==> src/rtl/core/bm25sa_pkg.sv <==
// Shared types, codes and constants of the BM25 score accumulator.
package bm25sa_pkg;

	// Command codes of an input word
	localparam logic [1:0] CMD_ACC = 2'd0;
	localparam logic [1:0] CMD_CLR = 2'd1;
	localparam logic [1:0] CMD_RD  = 2'd2;

	// Configuration register indexes
	localparam logic [1:0] CFG_K1  = 2'd0;
	localparam logic [1:0] CFG_B   = 2'd1;
	localparam logic [1:0] CFG_AVG = 2'd2;

	// Register reset values
	localparam logic [15:0] K1_RST  = 16'd4915;
	localparam logic [15:0] B_RST   = 16'd49152;
	localparam logic [23:0] AVG_RST = 24'd100;

	// Default score memory depth
	localparam int DOC_SLOTS_DEF = 65536;

	// Shared divider widths
	localparam int DIV_NW = 64;
	localparam int DIV_DW = 58;

	// Divider operand selection
	typedef enum logic {
		DSEL_LEN,
		DSEL_TF
	} dsel_t;

	// Controller to datapath commands
	typedef struct packed {
		logic  latch;
		logic  div_start;
		dsel_t div_sel;
		logic  mod_load;
		logic  slot_load;
		logic  mul1;
		logic  mul2;
		logic  den_load;
		logic  r_load;
		logic  mul3;
		logic  mem_rd;
		logic  finish;
	} ctrl_cmd_t;

	// Datapath to controller status
	typedef struct packed {
		logic       div_done;
		logic [1:0] cmd;
		logic       tf_zero;
		logic       out_free;
	} dp_stat_t;

endpackage

==> src/rtl/core/bm25sa_ctrl.sv <==
// Sequencing state machine of the BM25 score accumulator.
module bm25sa_ctrl
	import bm25sa_pkg::*;
(
	input  logic       clk,
	input  logic       arst_n,
	input  logic       in_valid,
	output logic       in_ready,
	input  dp_stat_t   stat,
	output ctrl_cmd_t  cmd
);

	typedef enum logic [11:0] {
		S_IDLE  = 12'b000000000001,
		S_MOD   = 12'b000000000010,
		S_MODW  = 12'b000000000100,
		S_MUL1  = 12'b000000001000,
		S_MUL2  = 12'b000000010000,
		S_DIV1  = 12'b000000100000,
		S_DIV1W = 12'b000001000000,
		S_DIV2  = 12'b000010000000,
		S_DIV2W = 12'b000100000000,
		S_MUL3  = 12'b001000000000,
		S_RD    = 12'b010000000000,
		S_FIN   = 12'b100000000000
	} state_t;

	state_t state_q, state_d;

	assign in_ready = (state_q == S_IDLE);

	// next state and commands
	always_comb begin
		state_d = state_q;
		cmd     = '0;
		unique case (state_q)
			S_IDLE: begin
				cmd.latch = in_valid;
				if (in_valid) state_d = S_MOD;
			end
			S_MOD: begin
				cmd.mod_load = 1'b1;
				state_d      = S_MODW;
			end
			S_MODW: begin
				cmd.slot_load = 1'b1;
				if (stat.cmd == CMD_ACC && !stat.tf_zero) state_d = S_MUL1;
				else state_d = S_RD;
			end
			S_MUL1: begin
				cmd.mul1 = 1'b1;
				state_d  = S_MUL2;
			end
			S_MUL2: begin
				cmd.mul2 = 1'b1;
				state_d  = S_DIV1;
			end
			S_DIV1: begin
				cmd.div_start = 1'b1;
				cmd.div_sel   = DSEL_LEN;
				state_d       = S_DIV1W;
			end
			S_DIV1W: begin
				if (stat.div_done) begin
					cmd.den_load = 1'b1;
					state_d      = S_DIV2;
				end
			end
			S_DIV2: begin
				cmd.div_start = 1'b1;
				cmd.div_sel   = DSEL_TF;
				state_d       = S_DIV2W;
			end
			S_DIV2W: begin
				if (stat.div_done) begin
					cmd.r_load = 1'b1;
					state_d    = S_MUL3;
				end
			end
			S_MUL3: begin
				cmd.mul3 = 1'b1;
				state_d  = S_RD;
			end
			S_RD: begin
				cmd.mem_rd = 1'b1;
				state_d    = S_FIN;
			end
			S_FIN: begin
				if (stat.out_free) begin
					cmd.finish = 1'b1;
					state_d    = S_IDLE;
				end
			end
			default: state_d = S_IDLE;
		endcase
	end

	// state register
	always_ff @(posedge clk or negedge arst_n) begin
		if (!arst_n) begin
			state_q <= S_IDLE;
		end else begin
			state_q <= state_d;
		end
	end

endmodule

==> config.mk <==
export PLATFORM = sky130hd
export DESIGN_NAME = bm25sa_ctrl
export DESIGN_NICKNAME = d
export VERILOG_FILES = /design/src/rtl/core/bm25sa_pkg.sv /design/src/rtl/core/bm25sa_ctrl.sv
export SDC_FILE = /design/constraint.sdc
export NUM_CORES = 1
export LEC_CHECK = 0
export BUFFER_PORTS_ARGS = -buffer_cell sky130_fd_sc_hd__buf_2
export CAP_MARGIN = 20
export CELL_PAD_IN_SITES_DETAIL_PLACEMENT = 1
export CELL_PAD_IN_SITES_GLOBAL_PLACEMENT = 2
export CORE_MARGIN = 2
export CORE_UTILIZATION = 32
export CTS_CLUSTER_DIAMETER = 100
export DETAILED_ROUTE_END_ITERATION = 12
export PLACE_DENSITY_LB_ADDON = 0.08
export SYNTH_ARGS = -nofsm -noshare
export SYNTH_HDL_FRONTEND = slang
export SYNTH_SLANG_ARGS = --single-unit
export TNS_END_PERCENT = 30
==> constraint.sdc <==
create_clock -name clk -period 4.5 [get_ports clk]
set_input_delay 0.225 -clock clk [delete_from_list [all_inputs] [get_ports clk]]
set_output_delay 0.225 -clock clk [all_outputs]
set_load 0.02 [all_outputs]
==> results.json <==
{
  "fin_crit_ps": 2501,
  "cts_resized": 0,
  "track_usage_pct": 18.10,
  "end_kind": "primary output",
  "register_area_sq_um": 301.5,
  "route.vias.total": 785,
  "required_ps": 4280,
  "portBuffers": 20,
  "maxSlewHeadroom_pct": 61.13,
  "fillers": 305,
  "drc": 0,
  "reg_top3": "state_q: 12 flops",
  "syn-num-nets": 101,
  "grt_overflow": 0,
  "worst_slew_pin_slew_ps": 575.0,
  "clock_sinks": 12,
  "crit_buf_inv": 1,
  "clock.fmax_mhz": 399.9,
  "vias_per_cell": 5.451,
  "htree_num_levels": 1,
  "skew_ps": 2.602,
  "cts_tree": "done",
  "p_leak_nw": 0.4669,
  "ir_worst_vdd_v": 0.0001717,
  "syn_area_per_cell_sq_um": 8.785,
  "first_pass_iters": 4,
  "crit_family": "simple AND/OR/NAND/NOR gates",
  "hp-start": "in_valid",
  "drt-initial-drc-count": 6,
  "r2r-start": "state_q[10]$_DFFE_PN0P_",
  "grt_pass1_wl_mm": 3.677,
  "finalSetupTns_ps": 0,
  "nets": 123,
  "whs_path_depth": 2,
  "syn_area_sq_um": 817.0,
  "period_share_pct": 55.57,
  "wl_mm": 2.257,
  "max_stage_delay_ps": 610,
  "rows": 18,
  "grt_start_max_net_pins": 13,
  "core_area_sq_um": 2455,
  "p_per_area_nw_per_um2": 399.9,
  "yosys.cell_types.count": 32,
  "grt_pass1_vias": 727,
  "largest_register_ffs": 12,
  "seq_area_frac_synth_pct": 36.91,
  "cts_setup_buffers": 0,
  "initial_core_util_pct": 33.28,
  "clock_latency_ps": 270,
  "antenna_found_initial": 0,
  "critPathLaunchType": "register",
  "syn-instance-count": 93,
  "die_area_sq_um": 2974,
  "drv_cap": 0,
  "worstPathMaxFanout": 10,
  "postLayoutCoreUtil_pct": 38.53,
  "synth-seq-cells": 12,
  "cts_buffers": 3,
  "r2r_slack_ps": 2380,
  "wl_per_cell_microns": 15.67,
  "die_y_microns": 54.53,
  "n_antenna_cell": 0,
  "top_register": "state_q",
  "min_to": "state_q[0]$_DFFE_PN1P_",
  "postCtsHoldBufs": 1,
  "ys_warn_count": 0,
  "critPathSlowestCell": "or4_4",
  "rsz0062_at_grt": "false",
  "hpwlAfterDp_mm": 1.692,
  "ant_nets": 0,
  "clkTransAtPathRegs_ps": 80,
  "hold_path_class": "in2reg",
  "setup_viol": 0,
  "timing.rr.end": "state_q[6]$_DFFE_PN0P_",
  "finalHoldViolCount": 0,
  "maxSlewViolCount": 0,
  "drive_gt1_share_pct": 25.44,
  "outcome": "complete, no violations",
  "ios": 21,
  "arrival_ps": 2280,
  "crit_type": "reg2out",
  "synthToLayoutAreaGrowth_pct": 15.77,
  "ff2ff_path_depth": 5,
  "cts_root_buf": "clkbuf_4",
  "multi_input_area_sq_um": 455.4,
  "worstPathCellList": "or4_4, nor3_1, nand2_1, nor3b_1, buf_2",
  "die_w_microns": 54.53,
  "clock_path_buffers": 2,
  "place.gp.congestion": 0.7581
}
[layout by cell type, fill, tap and decap left out, types with 2 or more instances in the layout]
master / synthesis / layout
buf_2: 0 / 20
o21bai_1: 2 / 2
clkbuf_4: 0 / 3
and3_1: 4 / 4
nor2_1: 12 / 12
nand2_1: 11 / 11
inv_1: 4 / 4
and4b_1: 4 / 4
dfrtp_1: 11 / 11
xor2_1: 2 / 2
nand3b_1: 2 / 2
nor4b_1: 3 / 3
or2b_1: 2 / 2
nor4_1: 4 / 4
nor3_1: 9 / 9
a21oi_1: 2 / 2
[cell usage after synthesis]
master	n	share of area [%]
xnor2_1	1	1.1
a21oi_1	2	1.2
nor3_1	9	5.5
dfrtp_1	11	34
a32o_1	1	1.2
or4_4	1	1.4
inv_1	4	1.8
and4b_1	4	4.9
or3_1	1	0.77
buf_6	4	5.5
o21bai_1	2	1.8
a2111o_1	1	1.4
or2_2	1	0.77
dfstp_2	1	3.2
nor2b_1	1	0.77
and3_1	4	3.1
nand4_1	1	0.77
nand2_1	11	5.1
or2b_1	2	1.8
xor2_1	2	2.1
o211ai_2	1	1.5
nand4b_1	1	1.1
nor4b_1	3	3.2
a21o_2	1	1.1
nand3b_1	2	1.8
o32ai_1	1	1.1
o311ai_0	1	1.1
or3b_2	1	1.1
nor4_1	4	3.1
nor3b_1	1	0.92
nor2_1	12	5.5
o21ai_0	1	0.61
[stage by stage]
stage	cells	setup WS (ps)	power (mW)	hold WS [ps]	instance area (sq um)
after floorplan	93	2337	0.2586	-70.59	817.0
after global placement	139	2335	0.3065	129.1	909.6
after detailed placement	139	2273	0.3083	136.5	909.6
after CTS	144	1946	0.3844	172.5	945.9
after global routing	144	1806	0.4148	168.7	945.9
final	144	1999	0.3783	167.3	945.9
[layout make-up]
class / instances / area share [%]
clock buffer: 4 / 2.778
inverter: 4 / 1.587
timing repair buffer: 21 / 11.64
tap: 30 / 3.968
sequential: 12 / 31.88
multi-input combinational: 73 / 48.15
[cells by family (layout without fill, tap and decap cells)]
group / after synthesis / in the layout / share of synthesized area [%]
DFF: 12 / 12 / 36.91
and+or+nand+nor: 59 / 59 / 41.50
buffers and inverters: 8 / 29 / 7.350
xor gates and xnor gates: 3 / 3 / 3.217
AOI/OAI and AO/OA: 11 / 11 / 11.03
[report_power, final]
part	switching [mW]	total, mW	internal, mW
Clock	0.0384	0.0727	0.0343
Sequential	0.0169	0.140	0.124
Combinational	0.105	0.165	0.0599
Total	0.160	0.378	0.218
[worst max-delay path by stage]
stage	from	endpoint	slack [ps]	depth (start not counted)
6_report	state_q[10]$_DFFE_PN0P_	cmd[2]	2000	5
5_1_grt	state_q[10]$_DFFE_PN0P_	cmd[2]	1810	5
4_1_cts	state_q[10]$_DFFE_PN0P_	cmd[2]	1950	5
3_5_place_dp	state_q[10]$_DFFE_PN0P_	cmd[2]	2270	5
3_3_place_gp	state_q[10]$_DFFE_PN0P_	cmd[2]	2330	5
2_1_floorplan	state_q[10]$_DFFE_PN0P_	state_q[10]$_DFFE_PN0P_	2340	6
[routing by layer]
layer	up-vias	wire [microns]	track usage (%)	part of all wire (%)
met1	382	1092	24.24	48
li1	389	-	-	-
met2	12	1086	28.51	48
met3	2	59	4.098	2.6
met4	0	19	6.250	0.84
met5	-	0	0	0
Note: power is estimated with default switching activity, not from simulation.
